$ cat src/hw/rtl/dssf_pkg.sv
// Shared types, constants and digit helpers for the decimal seven-segment framer.
package dssf_pkg;

   localparam int DIGIT_COUNT = 4;
   localparam int FRAME_LEN   = DIGIT_COUNT + 2;
   localparam int IDX_W       = $clog2(FRAME_LEN);
   localparam int VALUE_W     = 16;
   localparam int REM_W       = 14;
   localparam int BRIGHT_W    = 4;
   localparam int MOD_BASE    = 10000;
   localparam int MOD_QMAX    = 65535 / MOD_BASE;
   localparam int SEP_POS     = 2;

   localparam logic [IDX_W-1:0]    ADDR_IDX   = IDX_W'(1);
   localparam logic [IDX_W-1:0]    LAST_IDX   = IDX_W'(FRAME_LEN - 1);
   localparam logic                CMD_SHOW   = 1'b0;
   localparam logic                CMD_BRIGHT = 1'b1;
   localparam logic [7:0]          DATA_CMD   = 8'h40;
   localparam logic [7:0]          ADDR_CMD   = 8'hC0;
   localparam logic [7:0]          CTRL_CMD   = 8'h87;
   localparam logic [7:0]          SEP_MASK   = 8'h80;
   localparam logic [BRIGHT_W-1:0] BRIGHT_MAX = BRIGHT_W'(8);
   localparam logic [BRIGHT_W-1:0] BRIGHT_RST = BRIGHT_W'(8);

   typedef struct packed {
      logic               cmd;
      logic [VALUE_W-1:0] value;
      logic               separator;
   } item_type;

   function automatic logic [7:0] seg_pattern(input logic [3:0] digit);
      logic [7:0] p;
      case (digit)
         4'd0:    p = 8'h3F;
         4'd1:    p = 8'h06;
         4'd2:    p = 8'h5B;
         4'd3:    p = 8'h4F;
         4'd4:    p = 8'h66;
         4'd5:    p = 8'h6D;
         4'd6:    p = 8'h7D;
         4'd7:    p = 8'h07;
         4'd8:    p = 8'h7F;
         4'd9:    p = 8'h6F;
         default: p = 8'h00;
      endcase
      return p;
   endfunction

   function automatic logic [REM_W-1:0] pow10(input logic [IDX_W-1:0] pos);
      logic [REM_W-1:0] p;
      case (pos)
         IDX_W'(0): p = REM_W'(1);
         IDX_W'(1): p = REM_W'(10);
         IDX_W'(2): p = REM_W'(100);
         IDX_W'(3): p = REM_W'(1000);
         default:   p = REM_W'(1);
      endcase
      return p;
   endfunction

   // digit = number of multiples j*pw (j = 1..9) not above rem
   function automatic logic [3:0] digit_of(input logic [REM_W-1:0] rem,
                                           input logic [REM_W-1:0] pw);
      logic [3:0]       d;
      logic [REM_W+3:0] lim;
      d = 4'd0;
      for (int j = 1; j <= 9; j++) begin
         lim = (REM_W+4)'(j) * {4'd0, pw};
         if ({4'd0, rem} >= lim) d = 4'(j);
      end
      return d;
   endfunction

   // value modulo MOD_BASE by parallel compares against the few multiples
   function automatic logic [REM_W-1:0] low_digits(input logic [VALUE_W-1:0] v);
      logic [VALUE_W:0] sub;
      logic [VALUE_W:0] lim;
      sub = '0;
      for (int j = 1; j <= MOD_QMAX; j++) begin
         lim = (VALUE_W+1)'(j * MOD_BASE);
         if ({1'b0, v} >= lim) sub = lim;
      end
      return REM_W'({1'b0, v} - sub);
   endfunction

endpackage

$ cat src/hw/rtl/dssf_in_reg.sv
// Input register: holds one accepted request until the framer takes it.
module dssf_in_reg
   import dssf_pkg::*;
(
   input  logic               clock,
   input  logic               reset,
   input  logic               req_valid,
   output logic               req_stall,
   input  logic               req_cmd,
   input  logic [VALUE_W-1:0] req_value,
   input  logic               req_separator,
   output logic               item_valid,
   output item_type           item,
   input  logic               item_take
);

   logic     valid_ff, valid_in;
   item_type item_ff;
   logic     load;

   assign req_stall  = valid_ff && !item_take;
   assign load       = req_valid && !req_stall;
   assign item_valid = valid_ff;
   assign item       = item_ff;

   always_comb begin
      valid_in = valid_ff;
      if (load) begin
         valid_in = 1'b1;
      end else if (item_take) begin
         valid_in = 1'b0;
      end
   end

   always_ff @(posedge clock) begin
      if (reset) begin
         valid_ff <= 1'b0;
      end else begin
         valid_ff <= valid_in;
      end
   end

   always_ff @(posedge clock) begin
      if (load) begin
         item_ff.cmd       <= req_cmd;
         item_ff.value     <= req_value;
         item_ff.separator <= req_separator;
      end
   end

endmodule

$ cat src/hw/rtl/dssf_framer.sv
// Byte sequencer: digit extraction, segment mapping and the result register.
module dssf_framer
   import dssf_pkg::*;
(
   input  logic                clock,
   input  logic                reset,
   input  logic                item_valid,
   input  item_type            item,
   output logic                item_take,
   input  logic [BRIGHT_W-1:0] brightness,
   output logic                rsp_valid,
   input  logic                rsp_stall,
   output logic [7:0]          rsp_tx_byte,
   output logic                rsp_start_before,
   output logic                rsp_stop_after,
   output logic                rsp_last
);

   logic             busy_ff, busy_in;
   logic [IDX_W-1:0] idx_ff, idx_in;
   logic [REM_W-1:0] rem_ff, rem_in;
   logic             sep_ff, sep_in;
   logic             out_valid_ff, out_valid_in;
   logic [7:0]       byte_ff, byte_in;
   logic             start_ff, start_in;
   logic             stop_ff, stop_in;
   logic             last_ff, last_in;

   logic                advance;
   logic [IDX_W-1:0]    pos;
   logic [REM_W-1:0]    pw;
   logic [3:0]          digit;
   logic [7:0]          pattern;
   logic [BRIGHT_W-1:0] bright_sat;

   assign advance   = !out_valid_ff || !rsp_stall;
   assign item_take = advance && !busy_ff && item_valid;

   assign pos        = LAST_IDX - idx_ff;
   assign pw         = pow10(pos);
   assign digit      = digit_of(rem_ff, pw);
   assign bright_sat = (brightness > BRIGHT_MAX) ? BRIGHT_MAX : brightness;

   always_comb begin
      pattern = seg_pattern(digit);
      if (sep_ff && (pos == IDX_W'(SEP_POS))) begin
         pattern = pattern | SEP_MASK;
      end
   end

   always_comb begin
      busy_in      = busy_ff;
      idx_in       = idx_ff;
      rem_in       = rem_ff;
      sep_in       = sep_ff;
      out_valid_in = out_valid_ff && rsp_stall;
      byte_in      = byte_ff;
      start_in     = start_ff;
      stop_in      = stop_ff;
      last_in      = last_ff;
      if (advance) begin
         if (busy_ff) begin
            out_valid_in = 1'b1;
            idx_in       = idx_ff + IDX_W'(1);
            if (idx_ff == ADDR_IDX) begin
               byte_in  = ADDR_CMD;
               start_in = 1'b1;
               stop_in  = 1'b0;
               last_in  = 1'b0;
            end else begin
               byte_in  = pattern;
               start_in = 1'b0;
               stop_in  = (idx_ff == LAST_IDX);
               last_in  = (idx_ff == LAST_IDX);
               rem_in   = rem_ff - REM_W'({{REM_W{1'b0}}, digit} * {4'd0, pw});
               if (idx_ff == LAST_IDX) begin
                  busy_in = 1'b0;
               end
            end
         end else if (item_valid) begin
            out_valid_in = 1'b1;
            start_in     = 1'b1;
            stop_in      = 1'b1;
            if (item.cmd == CMD_BRIGHT) begin
               byte_in = CTRL_CMD + {{(8-BRIGHT_W){1'b0}}, bright_sat};
               last_in = 1'b1;
            end else begin
               byte_in = DATA_CMD;
               last_in = 1'b0;
               busy_in = 1'b1;
               idx_in  = ADDR_IDX;
               rem_in  = low_digits(item.value);
               sep_in  = item.separator;
            end
         end
      end
   end

   always_ff @(posedge clock) begin
      if (reset) begin
         busy_ff      <= 1'b0;
         idx_ff       <= '0;
         out_valid_ff <= 1'b0;
      end else begin
         busy_ff      <= busy_in;
         idx_ff       <= idx_in;
         out_valid_ff <= out_valid_in;
      end
   end

   always_ff @(posedge clock) begin
      rem_ff   <= rem_in;
      sep_ff   <= sep_in;
      byte_ff  <= byte_in;
      start_ff <= start_in;
      stop_ff  <= stop_in;
      last_ff  <= last_in;
   end

   assign rsp_valid        = out_valid_ff;
   assign rsp_tx_byte      = byte_ff;
   assign rsp_start_before = start_ff;
   assign rsp_stop_after   = stop_ff;
   assign rsp_last         = last_ff;

endmodule

$ cat src/hw/rtl/decimal_seven_segment_framer.sv
// Top level: brightness register, input register and byte framer.
// The first byte of a request passes through the input register and then the
// result register before it is offered on rsp_valid.
// Throughput: one byte per cycle from the result register while rsp_stall is
// low; a show request yields six bytes, a brightness request one.
// Reset (synchronous): clears all valids and the sequencer, brightness = 8.
module decimal_seven_segment_framer
   import dssf_pkg::*;
(
   input  logic                clock,
   input  logic                reset,
   input  logic                req_valid,
   output logic                req_stall,
   input  logic                req_cmd,
   input  logic [VALUE_W-1:0]  req_value,
   input  logic                req_separator,
   output logic                rsp_valid,
   input  logic                rsp_stall,
   output logic [7:0]          rsp_tx_byte,
   output logic                rsp_start_before,
   output logic                rsp_stop_after,
   output logic                rsp_last,
   input  logic                csr_wr_en,
   input  logic [BRIGHT_W-1:0] csr_wr_data
);

   logic [BRIGHT_W-1:0] brightness_ff, brightness_in;
   logic                item_valid;
   item_type            item;
   logic                item_take;

   assign brightness_in = csr_wr_en ? csr_wr_data : brightness_ff;

   always_ff @(posedge clock) begin
      if (reset) begin
         brightness_ff <= BRIGHT_RST;
      end else begin
         brightness_ff <= brightness_in;
      end
   end

   dssf_in_reg u_in_reg (
      .clock         (clock),
      .reset         (reset),
      .req_valid     (req_valid),
      .req_stall     (req_stall),
      .req_cmd       (req_cmd),
      .req_value     (req_value),
      .req_separator (req_separator),
      .item_valid    (item_valid),
      .item          (item),
      .item_take     (item_take)
   );

   dssf_framer u_framer (
      .clock            (clock),
      .reset            (reset),
      .item_valid       (item_valid),
      .item             (item),
      .item_take        (item_take),
      .brightness       (brightness_ff),
      .rsp_valid        (rsp_valid),
      .rsp_stall        (rsp_stall),
      .rsp_tx_byte      (rsp_tx_byte),
      .rsp_start_before (rsp_start_before),
      .rsp_stop_after   (rsp_stop_after),
      .rsp_last         (rsp_last)
   );

endmodule
$ cat config.mk
export PLATFORM = sky130hd
export DESIGN_NAME = decimal_seven_segment_framer
export DESIGN_NICKNAME = d
export VERILOG_FILES = /design/src/hw/rtl/dssf_pkg.sv /design/src/hw/rtl/dssf_in_reg.sv /design/src/hw/rtl/dssf_framer.sv /design/src/hw/rtl/decimal_seven_segment_framer.sv
export SDC_FILE = /design/constraint.sdc
export NUM_CORES = 1
export LEC_CHECK = 0
export BUFFER_PORTS_ARGS = -buffer_cell sky130_fd_sc_hd__buf_2
export CAP_MARGIN = 20
export CORE_ASPECT_RATIO = 1.25
export CORE_MARGIN = 4
export CORE_UTILIZATION = 50
export CTS_CLUSTER_SIZE = 40
export DETAILED_ROUTE_END_ITERATION = 8
export PLACE_DENSITY = 0.7
export SYNTH_ARGS = -nofsm -noshare
export SYNTH_HDL_FRONTEND = slang
export SYNTH_SLANG_ARGS = --single-unit
$ cat constraint.sdc
create_clock -name clock -period 8.6 [get_ports clock]
set_input_delay 0.43 -clock clock [delete_from_list [all_inputs] [get_ports clock]]
set_output_delay 0.43 -clock clock [all_outputs]
set_load 0.01 [all_outputs]
==> impl_metrics.py <==
metrics = {
    "critical_path": {
        "crit_path_max_fanout": 7,
        "slowest_stage": "fa_1",
        "crit_family": "adder cells",
        "cp_common_cell": "ha_1",
        "cp.arrival_ns": 8.09,
        "end_kind": "register",
        "cp_num_buf_inv": 4,
        "cp.required_ns": 8.63,
        "path_class": "register to register",
        "startpoint_type": "register",
        "slowest_delay_ns": 0.52,
    },
    "route": {
        "drt_iter0_markers": 288,
        "drc_errors": 0,
        "vias": 5898,
        "wl_per_cell_um": 17.91,
        "antenna_left": 0,
        "first_pass_iters": 4,
        "vias_per_cell": 5.869,
        "wirelength_mm": 18.00,
    },
    "layout": {
        "multi_input_area_mm2": 0.005004,
        "fillers": 1212,
        "fin_util": 0.5636,
        "final_nets": 1022,
        "final_cell_mix": "ha_1, inv_1, nor2_1",
        "drive_gt1_frac": 0.09233,
        "seq_area_mm2": 0.001521,
        "diodes": 0,
        "syn_to_final_growth_pct": 9.222,
        "final_common_cell": "ha_1",
    },
    "sta": {
        "clock_skew_ns": 0.008140,
        "setup_viol": 0,
        "tns_ns": 0,
        "tightest_slew_ns": 0.7132,
        "rsz0062_at_grt": "false",
        "fmaxAchievable_mhz": 124.1,
        "timing.final.ws_setup_ns": 0.5408,
        "hold_ws_ns": 0.3106,
        "min_period_ns": 8.059,
        "slew_headroom": 0.5245,
        "hold_violations": 0,
        "min_period_over_period": 0.9371,
        "drv_slew": 0,
    },
    "placement": {
        "post-place-ws_ns": 0.4500,
        "place_hpwl_mm": 14.99,
        "gp_congestion": 0.9930,
        "port_buffers": 39,
    },
    "global_route": {
        "grt_max_degree": 36,
        "grt_pass1_wl_mm": 29.57,
        "antenna_found_initial": 0,
        "first_global_vias": 6042,
        "grt-ovfl-total": 0,
        "grt_use_total": 0.2310,
    },
    "synthesis": {
        "synthXorXnorAreaFrac": 0.04177,
        "synth_async_sr_flop_share": 0,
        "syn_avg_cell_area_um2": 8.825,
        "synth_simple_gate_area_frac": 0.1673,
        "synth_top_family_by_area": "adder cells",
        "ys_seq_area_frac": 0.2199,
        "synthesis.area_mm2": 0.006919,
        "synth_compound_area_frac": 0.1754,
        "synth_top_flop_cell": "edfxtp_1",
        "synth_seq_cells": 54,
        "synth_warnings": 0,
        "synthMuxAreaShare": 0.01212,
        "synth_fa_ha_area_frac": 0.3233,
        "synth_edf_count": 44,
        "synth_cells": 784,
        "yosysUniqueCellTypes": 68,
    },
    "pwr": {
        "switchingPower_uw": 375.6,
        "power_density_mw_per_mm2": 130.7,
        "p_seq_frac": 0.365,
        "power_frac_comb": 0.436,
        "clock_power_share": 0.199,
        "internal_power_uw": 612.4,
        "p_leak_uw": 0.003406,
        "ir_drop_uv": 177.8,
        "swShare": 0.3802,
    },
    "cts": {
        "cts_hold_buffers": 0,
        "clock_latency_ns": 0.30,
        "cts.sinks": 54,
        "cts_max_level": 2,
        "clk_path_buf_depth": 2,
        "cts_inserted_buffers": 5,
        "cts_tree": "done",
        "cts.clk_slew.worst_paths_ns": 0.07,
        "cts-root-buf": "clkbuf_16",
    },
    "floorplan": {
        "die_y_um": 139.5,
        "start_util": 0.5161,
        "coreArea_mm2": 0.01341,
        "rows": 47,
        "die_w_um": 113.2,
        "ios": 40,
        "die_area_mm2": 0.01580,
    },
    "run": {
        "maxCapViolCount": 0,
    },
    "worst_hold_path": {
        "hold_path_class": "primary input to register",
    },
    "run_status": {
        "status": "completed",
    },
}
-- Yosys cell counts (2+ instances only) --
library cell / n / area share
a2111oi_0: 2 / 0.0025
a211o_1: 5 / 0.0063
a211oi_1: 9 / 0.0098
a21boi_0: 4 / 0.0043
a21o_1: 15 / 0.016
a21oi_1: 47 / 0.034
a311o_1: 2 / 0.0029
a311oi_1: 3 / 0.0038
a31oi_1: 10 / 0.0090
and2_1: 6 / 0.0054
and3_1: 4 / 0.0036
clkbuf_1: 13 / 0.0071
dfxtp_1: 10 / 0.029
edfxtp_1: 44 / 0.19
fa_1: 28 / 0.081
ha_1: 134 / 0.24
inv_1: 92 / 0.050
mux2_2: 3 / 0.0049
mux2i_1: 5 / 0.0072
nand2_1: 52 / 0.028
nand2b_1: 21 / 0.019
nand3_1: 15 / 0.011
nand4_1: 12 / 0.011
nor2_1: 67 / 0.036
nor2b_1: 11 / 0.0099
nor3_1: 19 / 0.014
nor4_1: 7 / 0.0063
nor4b_1: 2 / 0.0025
o2111ai_1: 3 / 0.0038
o211a_1: 2 / 0.0029
o211ai_1: 8 / 0.0087
o21a_1: 13 / 0.014
o21ai_0: 32 / 0.023
o21bai_1: 3 / 0.0033
o221ai_1: 2 / 0.0025
o22ai_1: 5 / 0.0045
o31a_1: 2 / 0.0025
o31ai_1: 4 / 0.0043
o41ai_1: 2 / 0.0025
or2_1: 2 / 0.0018
or3_1: 6 / 0.0054
xnor2_1: 23 / 0.029
xor2_1: 10 / 0.013
-- power groups by stage --
stage          clock network [µW]  logic [µW]  registers (µW)
2_1_floorplan                   0         318             348
3_3_place_gp                    0         410             364
3_5_place_dp                    0         427             365
4_1_cts                       202         429             359
5_1_grt                       214         488             364
6_report                      196         431             361
-- per-stage QoR --
step	std cells	total power, µW	area [µm²]
2_1_floorplan	785	665.4	6923
3_3_place_gp	997	773.7	7400
3_5_place_dp	997	791.6	7400
4_1_cts	1005	990.7	7542
5_1_grt	1005	1066	7557
6_report	1005	988.0	7557
-- flip-flops by register name, summed over array words and instances, names as in the netlist --
| name | flops |
|---|---|
| u_framer.rsp_start_before | 1 |
| u_framer.rsp_valid | 1 |
| u_framer.rsp_tx_byte | 8 |
| brightness_ff | 4 |
| u_framer.rsp_last | 1 |
| u_framer.busy_ff | 1 |
| u_framer.rsp_stop_after | 1 |
| u_in_reg.item | 18 |
| u_framer.rem_ff | 14 |
| u_framer.sep_ff | 1 |
| u_framer.idx_ff | 3 |
| u_in_reg.item_valid | 1 |
-- worst register-to-register path, delay by kind of cell (launching register included) --
| family | cells | cell delay [ns] |
|---|---|---|
| fa+ha+maj | 9 | 3.43 |
| compound gates | 12 | 2.10 |
| simple gates | 6 | 1.40 |
| buf+inv | 4 | 0.40 |
| flops | 1 | 0.36 |
| xor+xnor | 1 | 0.11 |
-- what timing repair did --
action	CTS	global route
endpoints found under the setup margin	0	3
setup buffers	0	0
resized for setup	0	3
-- cell type report --
cell class	instances	share of cell area
multi-input cells	622	0.6621
flip-flops and latches	54	0.2013
inverters	94	0.04669
repair buffers	56	0.04272
well taps	171	0.02831
clock buffers	6	0.01705
clock inverters	2	0.001821
-- path summary, 6_finish.rpt --
path         cells past startpoint                   to                from  slack [ns]
max                             32  u_framer.rem_ff[13]  u_framer.idx_ff[1]        0.54
min                              1     u_in_reg.item[8]        req_value[7]        0.31
max reg2reg                     32  u_framer.rem_ff[13]  u_framer.idx_ff[1]        0.54
min reg2reg                      0      u_framer.sep_ff    u_in_reg.item[0]        0.42
-- cells by family after synthesis --
family | after synthesis
and+or+nand+nor | 235
AOI/OAI and AO/OA | 182
adders and majority gates | 162
buffers and inverters | 109
DFF | 54
xor gates and xnor gates | 33
muxes | 8
other | 1
-- per-layer routing --
metal | track usage | up-vias | wire length, µm
li1 | - | 2890 | -
met1 | 0.2683 | 2795 | 7258
met2 | 0.4089 | 153 | 9094
met3 | 0.01520 | 60 | 477
met4 | 0.1449 | 0 | 1173
met5 | 0 | - | 0
(Power assumes the default switching activity.)
